$ cat src/design/i2c_seq_pkg.sv
`default_nettype none

package i2c_seq_pkg;

   // Item kinds on the request channel.
   localparam logic [1:0] KIND_LOAD  = 2'd0;
   localparam logic [1:0] KIND_START = 2'd1;
   localparam logic [1:0] KIND_EVENT = 2'd2;

   // Link status codes reported with every result.
   localparam logic [1:0] LINK_IDLE  = 2'd0;
   localparam logic [1:0] LINK_BUSY  = 2'd1;
   localparam logic [1:0] LINK_READY = 2'd2;
   localparam logic [1:0] LINK_ERROR = 2'd3;

   // Direction bit that replaces bit 0 of the address byte.
   localparam logic DIR_WRITE = 1'b0;
   localparam logic DIR_READ  = 1'b1;

   // Control for the transmit buffer, one set per accepted beat.
   typedef struct packed {
      logic       load;
      logic [7:0] load_byte;
      logic       clear;
      logic       advance;
   } tx_ctl_type;

endpackage

`default_nettype wire

$ cat src/design/i2c_seq_tx_buffer.sv
`default_nettype none

module i2c_seq_tx_buffer #(
   parameter int TX_DEPTH = 16
) (
   input  wire logic                   clock,
   input  wire logic                   reset,
   input  wire i2c_seq_pkg::tx_ctl_type ctl,
   output logic [7:0]                  head_byte
);
   import i2c_seq_pkg::*;

   localparam int PTR_W = (TX_DEPTH > 1) ? $clog2(TX_DEPTH) : 1;
   localparam logic [PTR_W-1:0] LAST_PTR = PTR_W'(TX_DEPTH - 1);

   logic [PTR_W-1:0] load_ptr_ff;
   logic [PTR_W-1:0] load_ptr_in;
   logic [PTR_W-1:0] wr_ptr_ff;
   logic [PTR_W-1:0] wr_ptr_in;
   logic [7:0]       store [TX_DEPTH];
   logic [7:0]       head_ff;

   // Both pointers wrap at the buffer depth; a start accepted while the link is not busy clears them.
   always_comb begin
      load_ptr_in = load_ptr_ff;
      wr_ptr_in   = wr_ptr_ff;
      if (ctl.clear) begin
         load_ptr_in = '0;
         wr_ptr_in   = '0;
      end else begin
         if (ctl.load) begin
            load_ptr_in = (load_ptr_ff == LAST_PTR) ? '0 : load_ptr_ff + 1'b1;
         end
         if (ctl.advance) begin
            wr_ptr_in = (wr_ptr_ff == LAST_PTR) ? '0 : wr_ptr_ff + 1'b1;
         end
      end
   end

   always_ff @(posedge clock) begin
      if (reset) begin
         load_ptr_ff <= '0;
         wr_ptr_ff   <= '0;
      end else begin
         load_ptr_ff <= load_ptr_in;
         wr_ptr_ff   <= wr_ptr_in;
      end
   end

   // The store is read one beat ahead, so the byte at the send pointer is
   // always waiting in a register. A load to that same entry is forwarded.
   always_ff @(posedge clock) begin
      if (ctl.load) begin
         store[load_ptr_ff] <= ctl.load_byte;
      end
      if (ctl.load && (load_ptr_ff == wr_ptr_in)) begin
         head_ff <= ctl.load_byte;
      end else begin
         head_ff <= store[wr_ptr_in];
      end
   end

   assign head_byte = head_ff;

endmodule

`default_nettype wire

$ cat src/design/i2c_master_transaction_sequencer.sv
// I2C master transaction sequencer.
// The request channel carries three kinds of beats: a byte to load into the
// transmit buffer, a start beat that arms one transaction (address, write
// count, read count), and a bus event beat with the start, stop, NACK and
// buffer-full flags plus the received byte. Every request beat produces
// exactly one response beat with the bus commands for that step (byte to
// send, repeated start, stop, receive enable, ACK or NACK), any received
// byte, and the link status after the step.
// The response for an accepted beat is registered and presented in the next
// cycle. A new beat can be accepted every cycle while req_stall is low; the rate
// is set by the single decision stage between the request and the response
// register, and the transmit buffer is read one beat ahead to keep pace.
// When the receiver stalls, the response register holds its beat and
// req_stall is raised until that beat is taken.
// Reset clears the link to idle, the phase to the start phase, all counters
// and buffer pointers, and empties the response register. Transmit buffer
// contents are not cleared.
`default_nettype none

module i2c_master_transaction_sequencer #(
   parameter int TX_DEPTH = 16
) (
   input  wire logic       clock,
   input  wire logic       reset,
   input  wire logic       req_valid,
   output logic            req_stall,
   input  wire logic [1:0] req_kind,
   input  wire logic [7:0] req_tx_byte,
   input  wire logic [7:0] req_slave_address,
   input  wire logic [4:0] req_write_count,
   input  wire logic [7:0] req_read_count,
   input  wire logic       req_start_seen,
   input  wire logic       req_stop_seen,
   input  wire logic       req_nack_seen,
   input  wire logic       req_buffer_full,
   input  wire logic [7:0] req_received_byte,
   output logic            rsp_valid,
   input  wire logic       rsp_stall,
   output logic            rsp_send_valid,
   output logic [7:0]      rsp_send_byte,
   output logic            rsp_repeat_start,
   output logic            rsp_stop_request,
   output logic            rsp_receive_enable,
   output logic            rsp_ack_send,
   output logic            rsp_ack_is_nack,
   output logic            rsp_rx_valid,
   output logic [7:0]      rsp_rx_byte,
   output logic [1:0]      rsp_link_status
);
   import i2c_seq_pkg::*;

   typedef enum logic [2:0] {
      PH_START   = 3'd0,
      PH_RESTART = 3'd1,
      PH_TX      = 3'd2,
      PH_RX_PRE  = 3'd3,
      PH_RX      = 3'd4,
      PH_RX_END  = 3'd5,
      PH_STOP    = 3'd6
   } phase_type;

   logic       accept;
   logic [7:0] head_byte;
   tx_ctl_type tx_ctl_raw;
   tx_ctl_type tx_ctl;

   // Transaction state.
   logic [1:0] link_ff, link_in;
   phase_type  phase_ff, phase_in;
   logic [7:0] addr_ff, addr_in;
   logic [4:0] writes_ff, writes_in;
   logic [7:0] reads_ff, reads_in;

   // Response register.
   logic       rsp_valid_ff;
   logic       send_valid_ff, send_valid_in;
   logic [7:0] send_byte_ff, send_byte_in;
   logic       repeat_start_ff, repeat_start_in;
   logic       stop_request_ff, stop_request_in;
   logic       receive_enable_ff, receive_enable_in;
   logic       ack_send_ff, ack_send_in;
   logic       ack_is_nack_ff, ack_is_nack_in;
   logic       rx_valid_ff, rx_valid_in;
   logic [7:0] rx_byte_ff, rx_byte_in;
   logic       do_rx;

   assign req_stall = rsp_valid_ff && rsp_stall;
   assign accept    = req_valid && !req_stall;

   // Decision logic for one beat.
   always_comb begin
      link_in           = link_ff;
      phase_in          = phase_ff;
      addr_in           = addr_ff;
      writes_in         = writes_ff;
      reads_in          = reads_ff;
      send_valid_in     = 1'b0;
      send_byte_in      = 8'd0;
      repeat_start_in   = 1'b0;
      stop_request_in   = 1'b0;
      receive_enable_in = 1'b0;
      ack_send_in       = 1'b0;
      ack_is_nack_in    = 1'b0;
      rx_valid_in       = 1'b0;
      rx_byte_in        = 8'd0;
      do_rx             = 1'b0;
      tx_ctl_raw        = '0;
      tx_ctl_raw.load_byte = req_tx_byte;

      case (req_kind)
         KIND_LOAD: begin
            tx_ctl_raw.load = 1'b1;
         end
         KIND_START: begin
            if (link_ff != LINK_BUSY) begin
               addr_in          = req_slave_address;
               writes_in        = req_write_count;
               reads_in         = req_read_count;
               phase_in         = PH_START;
               link_in          = LINK_BUSY;
               tx_ctl_raw.clear = 1'b1;
            end
         end
         KIND_EVENT: begin
            if (link_ff == LINK_BUSY) begin
               case (phase_ff)
                  PH_START: begin
                     if (!req_start_seen) begin
                        link_in = LINK_ERROR;
                     end else if (writes_ff != 5'd0) begin
                        send_valid_in = 1'b1;
                        send_byte_in  = {addr_ff[7:1], DIR_WRITE};
                        phase_in      = PH_TX;
                     end else if (reads_ff != 8'd0) begin
                        send_valid_in = 1'b1;
                        send_byte_in  = {addr_ff[7:1], DIR_READ};
                        phase_in      = PH_RX_PRE;
                     end else begin
                        link_in = LINK_ERROR;
                     end
                  end
                  PH_RESTART: begin
                     if (!req_start_seen) begin
                        link_in = LINK_ERROR;
                     end else if (reads_ff != 8'd0) begin
                        send_valid_in = 1'b1;
                        send_byte_in  = {addr_ff[7:1], DIR_READ};
                        phase_in      = PH_RX_PRE;
                     end else begin
                        link_in = LINK_ERROR;
                     end
                  end
                  PH_TX: begin
                     if (req_nack_seen) begin
                        link_in = LINK_ERROR;
                     end else if (writes_ff != 5'd0) begin
                        send_valid_in      = 1'b1;
                        send_byte_in       = head_byte;
                        tx_ctl_raw.advance = 1'b1;
                        writes_in          = writes_ff - 5'd1;
                     end else if (reads_ff != 8'd0) begin
                        repeat_start_in = 1'b1;
                        phase_in        = PH_RESTART;
                     end else begin
                        stop_request_in = 1'b1;
                        phase_in        = PH_STOP;
                     end
                  end
                  PH_RX_PRE: begin
                     // After the address ACK the same event runs the receive step.
                     if (req_nack_seen) begin
                        link_in = LINK_ERROR;
                     end else begin
                        phase_in          = PH_RX;
                        receive_enable_in = 1'b1;
                        do_rx             = 1'b1;
                     end
                  end
                  PH_RX: begin
                     do_rx = 1'b1;
                  end
                  PH_RX_END: begin
                     stop_request_in = 1'b1;
                     phase_in        = PH_STOP;
                  end
                  PH_STOP: begin
                     link_in = req_stop_seen ? LINK_READY : LINK_ERROR;
                  end
                  default: begin
                  end
               endcase

               // Receive step: wait for a byte, then ACK it or NACK the last one.
               if (do_rx) begin
                  if (!req_buffer_full) begin
                     receive_enable_in = 1'b1;
                  end else begin
                     ack_send_in = 1'b1;
                     rx_valid_in = 1'b1;
                     rx_byte_in  = req_received_byte;
                     if (reads_ff > 8'd1) begin
                        reads_in = reads_ff - 8'd1;
                     end else begin
                        ack_is_nack_in = 1'b1;
                        phase_in       = PH_RX_END;
                        if (reads_ff != 8'd0) begin
                           reads_in = reads_ff - 8'd1;
                        end
                     end
                  end
               end
            end
         end
         default: begin
         end
      endcase
   end

   assign tx_ctl = accept ? tx_ctl_raw : '0;

   i2c_seq_tx_buffer #(
      .TX_DEPTH(TX_DEPTH)
   ) u_tx_buffer (
      .clock     (clock),
      .reset     (reset),
      .ctl       (tx_ctl),
      .head_byte (head_byte)
   );

   // State and response register.
   always_ff @(posedge clock) begin
      if (reset) begin
         link_ff      <= LINK_IDLE;
         phase_ff     <= PH_START;
         addr_ff      <= 8'd0;
         writes_ff    <= 5'd0;
         reads_ff     <= 8'd0;
         rsp_valid_ff <= 1'b0;
      end else begin
         if (accept) begin
            link_ff      <= link_in;
            phase_ff     <= phase_in;
            addr_ff      <= addr_in;
            writes_ff    <= writes_in;
            reads_ff     <= reads_in;
            rsp_valid_ff <= 1'b1;
         end else if (!rsp_stall) begin
            rsp_valid_ff <= 1'b0;
         end
      end
      if (accept) begin
         send_valid_ff     <= send_valid_in;
         send_byte_ff      <= send_byte_in;
         repeat_start_ff   <= repeat_start_in;
         stop_request_ff   <= stop_request_in;
         receive_enable_ff <= receive_enable_in;
         ack_send_ff       <= ack_send_in;
         ack_is_nack_ff    <= ack_is_nack_in;
         rx_valid_ff       <= rx_valid_in;
         rx_byte_ff        <= rx_byte_in;
      end
   end

   assign rsp_valid          = rsp_valid_ff;
   assign rsp_send_valid     = send_valid_ff;
   assign rsp_send_byte      = send_byte_ff;
   assign rsp_repeat_start   = repeat_start_ff;
   assign rsp_stop_request   = stop_request_ff;
   assign rsp_receive_enable = receive_enable_ff;
   assign rsp_ack_send       = ack_send_ff;
   assign rsp_ack_is_nack    = ack_is_nack_ff;
   assign rsp_rx_valid       = rx_valid_ff;
   assign rsp_rx_byte        = rx_byte_ff;
   assign rsp_link_status    = link_ff;

   // The response register is empty right after reset.
   a_reset_empty: assert property (@(posedge clock) reset |=> !rsp_valid)
      else $error("response valid after reset");

   // Every accepted beat shows up as a response in the next cycle.
   a_one_cycle: assert property (@(posedge clock) disable iff (reset)
      accept |=> rsp_valid)
      else $error("accepted beat produced no response");

   // A held response must block new requests.
   a_backpressure: assert property (@(posedge clock) disable iff (reset)
      (rsp_valid && rsp_stall) |-> req_stall)
      else $error("request accepted while response stalled");

   // Any bus command leaves the link busy.
   a_cmd_busy: assert property (@(posedge clock) disable iff (reset)
      (rsp_valid && (rsp_send_valid || rsp_repeat_start || rsp_stop_request ||
                     rsp_receive_enable || rsp_ack_send))
      |-> (rsp_link_status == LINK_BUSY))
      else $error("bus command with link not busy");

   // A received byte is always acknowledged in the same step.
   a_rx_ack: assert property (@(posedge clock) disable iff (reset)
      rsp_valid |-> ((rsp_rx_valid == rsp_ack_send) &&
                     (!rsp_ack_is_nack || rsp_ack_send)))
      else $error("received byte and acknowledge out of step");

endmodule

`default_nettype wire

$ cat config.mk
export PLATFORM = sky130hd
export DESIGN_NAME = i2c_master_transaction_sequencer
export DESIGN_NICKNAME = d
export VERILOG_FILES = /design/src/design/i2c_seq_pkg.sv /design/src/design/i2c_seq_tx_buffer.sv /design/src/design/i2c_master_transaction_sequencer.sv
export SDC_FILE = /design/constraint.sdc
export NUM_CORES = 1
export LEC_CHECK = 0
export BUFFER_PORTS_ARGS = -buffer_cell sky130_fd_sc_hd__buf_2
export CORE_MARGIN = 10
export CORE_UTILIZATION = 45
export CTS_CLUSTER_SIZE = 8
export DETAILED_ROUTE_END_ITERATION = 10
export PLACE_DENSITY = 0.74
export SLEW_MARGIN = 20
export SYNTH_ARGS = -nofsm -noshare
export SYNTH_HDL_FRONTEND = slang
export SYNTH_SLANG_ARGS = --single-unit
$ cat constraint.sdc
create_clock -name clock -period 3.5 [get_ports clock]
set_clock_uncertainty 0.15 [all_clocks]
set_input_delay 0.7 -clock clock [delete_from_list [all_inputs] [get_ports clock]]
set_output_delay 0.7 -clock clock [all_outputs]
set_load 0.02 [all_outputs]
* Word-level counts from Yosys, hierarchy flattened
Memories as Yosys holds them, arrays and structs flattened. A register that Yosys moved wholly into a read port is not among the register bits.
Cells that the tools add are included.
** Storage, ports and cells
- Bits in registers :: 57
- Bits in latches :: 0
- Memory bits (writable) :: 128
- Bits in read-only memories :: 0
- Output and inout bits :: 27
- Word-level logic and storage cells :: 148
- Memories kept :: 1
** Cells by class
- Add/subtract/negate cells :: 4
- $mul :: 0
- Divide/modulo/power cells :: 0
- Magnitude comparators :: 1
- Eq/ne operators :: 24
- Shifts and indexed selects :: 0
- Multiplexer cells :: 80
- Bitwise gates (word level) :: 3
- Reduce and logical (&&, ||, !) cells :: 19
** Memories
- u_tx_buffer.store :: words 16, width 8, rd ports 1, clocked after memory_dff 1, wr ports 1, line i2c_seq_tx_buffer.sv:20 : logic [7:0] store [TX_DEPTH];
** Operators with widths (count)
- $mux 8 :: 12
- $mux 3 :: 13
- $mux 1 :: 28
- $mux 5 :: 5
- $pmux 8 s3 :: 1
- $reduce_and 7->1 :: 3
- $mux 4 :: 4
- $pmux 8 s2 :: 1
- $pmux 3 s5 :: 1
- $mux 2 :: 7
- $ne 2x2->1 const B :: 6
- $mux 11 :: 1
- $pmux 5 s2 :: 1
- $eq 3x3->1 const B :: 3
- $add 4x1->4 const B :: 2
- $eq 4x4->1 const B :: 2
- $gt 8x1->1 const B :: 1
- $pmux 2 s4 :: 1
- $reduce_and 4->1 :: 2
- $reduce_bool 8->1 :: 1
- $sub 8x1->8 const B :: 1
- $eq 3x2->1 const B :: 2
- $ne 2x1->1 const B :: 3
- $ne 3x3->1 const B :: 2
- other kinds (21) :: 28

* Depth between registers and ports, before layout
- Word-level depth :: 10
- Gate-level depth with buffers :: 9
- Mapped depth without buffers :: 7

* Cells and area by module
A second synthesis with hierarchy kept.
** Second synthesis, totals
- Cell total of the unflattened synthesis :: 569
- Area total of the unflattened synthesis :: 8125.3 sq um
** By module, submodules not included
- i2c_seq_tx_buffer :: instances 1, cells each 275, area each 5519.0 sq um, seq. area each 4083.9 sq um
- i2c_master_transaction_sequencer :: instances 1, cells each 294, area each 2606.2 sq um, seq. area each 1181.1 sq um

* Worst setup path after synthesis
No wires, ideal clock.
- Kind :: input port to flip-flop
- From :: input port req_valid
- To :: memory u_tx_buffer.store[0][0], data pin
- Library setup time :: 0.211 ns
- Data arrival time :: 2.495 ns
- Path slack :: 0.643 ns
- Cell stages on the path :: 5
- Path buffers :: 2
- Cell sequence :: a21bo_2 > clkbuf_1 > inv_1 > clkbuf_1 > and2_1
** RTL lines
- start: declaration :: line i2c_master_transaction_sequencer.sv:25 : input wire logic req_valid,
- end: declaration :: line i2c_seq_tx_buffer.sv:20

* Final worst setup path
- From :: input port rsp_stall
- To :: memory u_tx_buffer.store[1][4] (enable)
** Between the ends
- Longest elaborated chain between the ends :: 6
** RTL lines
- start: declaration :: line i2c_master_transaction_sequencer.sv:38 : input wire logic rsp_stall,
- $logic_and 1x1->1 :: line i2c_master_transaction_sequencer.sv:87 : assign req_stall = rsp_valid_ff && rsp_stall;
- $logic_not 1->1 :: line i2c_master_transaction_sequencer.sv:88 : assign accept = req_valid && !req_stall;
- $logic_and 1x1->1 :: line i2c_master_transaction_sequencer.sv:88
- $mux 11 :: line i2c_master_transaction_sequencer.sv:219 : assign tx_ctl = accept ? tx_ctl_raw : '0;
- $mux 1 :: line i2c_seq_tx_buffer.sv:53 : if (ctl.load) begin
- $mux 1 (implied by the code) :: line i2c_seq_tx_buffer.sv:54 : store[load_ptr_ff] <= ctl.load_byte;
Every way passes these cells.

==> run summary <==
Most common cell after layout, fill and taps aside = edfxtp_1
EDFF count, synth = 150
Root Buffer = clkbuf_16
CP arrival = 2.54 ns
Worst R2R End = rsp_send_byte[2]$_SDFFCE_PN0P_
Final worst path period need = 2.556 ns
Clock Path Buffers = 2
CTS sink cnt = 188
Flop2flop setup slack = 0.96 ns
Total design power = 4.724 mW
CTS tree = built
GP Congestion = 0.8917
Worst-margin pin slew = 0.7938 ns
Post-placement cell area = 0.008766 mm2
Max VDD drop = 0.4106 mV
Min-delay worst type = reg -> reg
Gr ovfl total = 0
Synth Area per Inst = 14.34 um2
CTS resizes = 0
Vias per cell = 5.667
Routed Antenna Nets = 0
DR WL/cell = 20.06 um
Seq/Total Area, Yosys = 65.22%
Hold Buf Count CTS = 0
Area of the mapped netlist = 0.008073 mm2
Share of the synthesized area in the top cell type = 55.80%
Worst reg2reg path depth = 5
Antenna Cells = 0
Power density over the cells = 503.4 mW/mm2
Vias in the first global route = 5018
Top Ports = 74
Non-filler instance count after layout = 885
Area Overhead vs Synth = 16.24%
Largest area contributor in the netlist = edfxtp_1
Setup crit start kind = input port
Placed Cells incl. Taps = 854
Synth Warn # = 0
Outcome = complete, no violations
Hold path endpoint = addr_ff[5]$_SDFFE_PP0P_
HP Start = addr_ff[5]$_SDFFE_PP0P_
Dpl hpwl = 12330 um
Die Footprint = 0.02370 mm2
Latest clock arrival within the worst-skew pair = 0.43 ns
Hold Crit Depth = 2
Post-CTS setup buffer count = 0
H-tree Lvls = 4
Most used DFF post-synth = edfxtp_1
Most frequent cells in the layout = 150 x edfxtp_1, 72 x buf_2, 46 x nor2_1, 46 x a21oi_1, 38 x nand2_1
Post-synth ARST share = 0%
CTS clk-pin slew, worst paths = 0.06 ns
Final Setup Violations = 0
Antenna violations before repair = 0
CP Class = in -> reg
RSZ-0062 raised after global routing = false
1st-iter DRT viols = 453
Initial Util = 46.35%
Num rows = 48
Fill count = 1402
Nets = 704
Fin area = 0.009384 mm2
#FFs+latches synth = 188
Max_slew headroom = 46.89%
Largest net degree at the start of global routing = 30
IO buf count = 72
Total Wirelength = 17750 um
Syn Nets = 619
Maximum clock rate = 0.3913 GHz
Setup TNS Final = 0 ns
Die width = 153.9 um
Leakage power = 3.208 nW
Fin crit share = 73.02%
Endpoints failing hold = 0
Crit. End Element = flop
Netlist cell types = 64
First-pass GRT wire length = 28080 um
Core footprint = 0.01742 mm2
CP required = 3.49 ns
Drt first pass iters = 5
Layout cell share with drive strength beyond 1 = 27.42%
Via count = 5015
Final Max Tran Viols = 0
Residual DRC = 0
Syn Inst Count = 563
Die Y-Extent = 153.9 um
Synth area leaders = edfxtp_1 56%, dfxtp_1 9.4%, mux4_2 8.9%
Max Cap Viol = 0
Worst Path Max Fanout = 8
Clock buffer count from CTS = 17
Global Route Usage Sum = 14.88%
[layout make-up]
type                       count  area, um2  area share, %
timing repair buffer          97      560.5          5.973
sequential                   188       5266          56.12
clock buffer                  18      429.2          4.573
clock inverter                13      188.9          2.013
tap                          225      281.5          3.000
multi-input combinational    333       2616          27.88
inverter                      11      41.29         0.4400
[cells by family after synthesis]
family	synth area share (%)
flip-flops	65.22
AND/OR/NAND/NOR	11.59
AO/OA/AOI/OAI	8.649
multiplexers	10.55
buffers and inverters	2.371
adder cells (fa/ha/maj)	1.395
XOR/XNOR	0.2170
[critical path: stages]
cell	delay (ns)
buf_2	0.10
a21bo_2	0.28
nor3_2	0.48
nand2_1	0.23
nor3_1	0.48
buf_4	0.27
[routing by layer]
layer	vias to the layer above	GRT usage (%)	wire length, um	part of all wire (%)
met5	-	0	0	0
met1	2489	18.90	7519	42
met2	190	23.84	8612	49
met4	0	4.184	190	1.1
met3	16	4.826	1429	8.0
li1	2320	-	-	-
[flip-flops by register name, summed over array words and instances, names as in the netlist, named ones only]
register,flops
rsp_ack_is_nack,1
writes_ff,5
u_tx_buffer.wr_ptr_ff,4
u_tx_buffer.store,128
rsp_link_status,2
rsp_stop_request,1
rsp_rx_valid,1
rsp_repeat_start,1
phase_ff,3
rsp_rx_byte,8
rsp_send_byte,8
reads_ff,8
rsp_valid,1
rsp_receive_enable,1
rsp_send_valid,1
u_tx_buffer.load_ptr_ff,4
addr_ff,7
[cells in the mapped netlist (2+ instances only)]
| library cell | number |
|---|---|
| edfxtp_1 | 150 |
| a21oi_1 | 46 |
| nor2_1 | 46 |
| dfxtp_1 | 38 |
| nand2_1 | 38 |
| mux4_2 | 32 |
| and2_1 | 18 |
| clkbuf_1 | 15 |
| nor3_1 | 13 |
| o21ai_0 | 13 |
| mux2i_1 | 12 |
| inv_1 | 11 |
| nor2b_1 | 10 |
| ha_1 | 9 |
| nand2b_1 | 9 |
| a211oi_1 | 8 |
| a22o_1 | 8 |
| buf_2 | 6 |
| or2_2 | 6 |
| buf_1 | 5 |
| o21ai_1 | 5 |
| nor4_1 | 4 |
| buf_4 | 3 |
| nand3_1 | 3 |
| nor3b_1 | 3 |
| o31ai_1 | 3 |
| or4_1 | 3 |
| a211o_1 | 2 |
| a211oi_2 | 2 |
| a31oi_1 | 2 |
| buf_6 | 2 |
| nand4bb_1 | 2 |
| o211ai_1 | 2 |
| or3_1 | 2 |
| or3b_1 | 2 |
| xor2_1 | 2 |
[report_power, final]
| group | total [mW] | leakage (nW) | internal, mW | switching [mW] |
|---|---|---|---|---|
| sequential | 2.45 | 1.70 | 2.44 | 0.0149 |
| combinational | 0.248 | 1.20 | 0.0884 | 0.160 |
| clock | 2.03 | 0.304 | 1.20 | 0.825 |
[how the worst max path moves through the flow]
| stage | startpoint | end | slack [ns] |
|---|---|---|---|
| 6_report | rsp_stall | u_tx_buffer.store[1][4]$_DFFE_PP_ | 0.94 |
| 5_1_grt | flop | rsp_send_byte[2]$_SDFFCE_PN0P_ | 0.78 |
| 4_1_cts | flop | rsp_send_byte[2]$_SDFFCE_PN0P_ | 0.92 |
| 3_5_place_dp | rsp_stall | u_tx_buffer.store[1][5]$_DFFE_PP_ | 0.53 |
| 3_3_place_gp | rsp_stall | u_tx_buffer.store[8][4]$_DFFE_PP_ | 0.65 |
| 2_1_floorplan | req_valid | u_tx_buffer.store[0][0]$_DFFE_PP_ | 0.64 |
[through the flow]
step / hold WS [ns] / utilization (%) / setup slack [ns]
6_report: 0.3126 / 53.88 / 0.9444
5_1_grt: 0.3361 / 53.88 / 0.7833
4_1_cts: 0.3135 / 53.88 / 0.9214
3_5_place_dp: 0.3047 / 50.33 / 0.5268
3_3_place_gp: 0.3008 / 50.33 / 0.6548
2_1_floorplan: 0.2860 / - / 0.6434
Note: power is estimated with default switching activity, not from simulation.
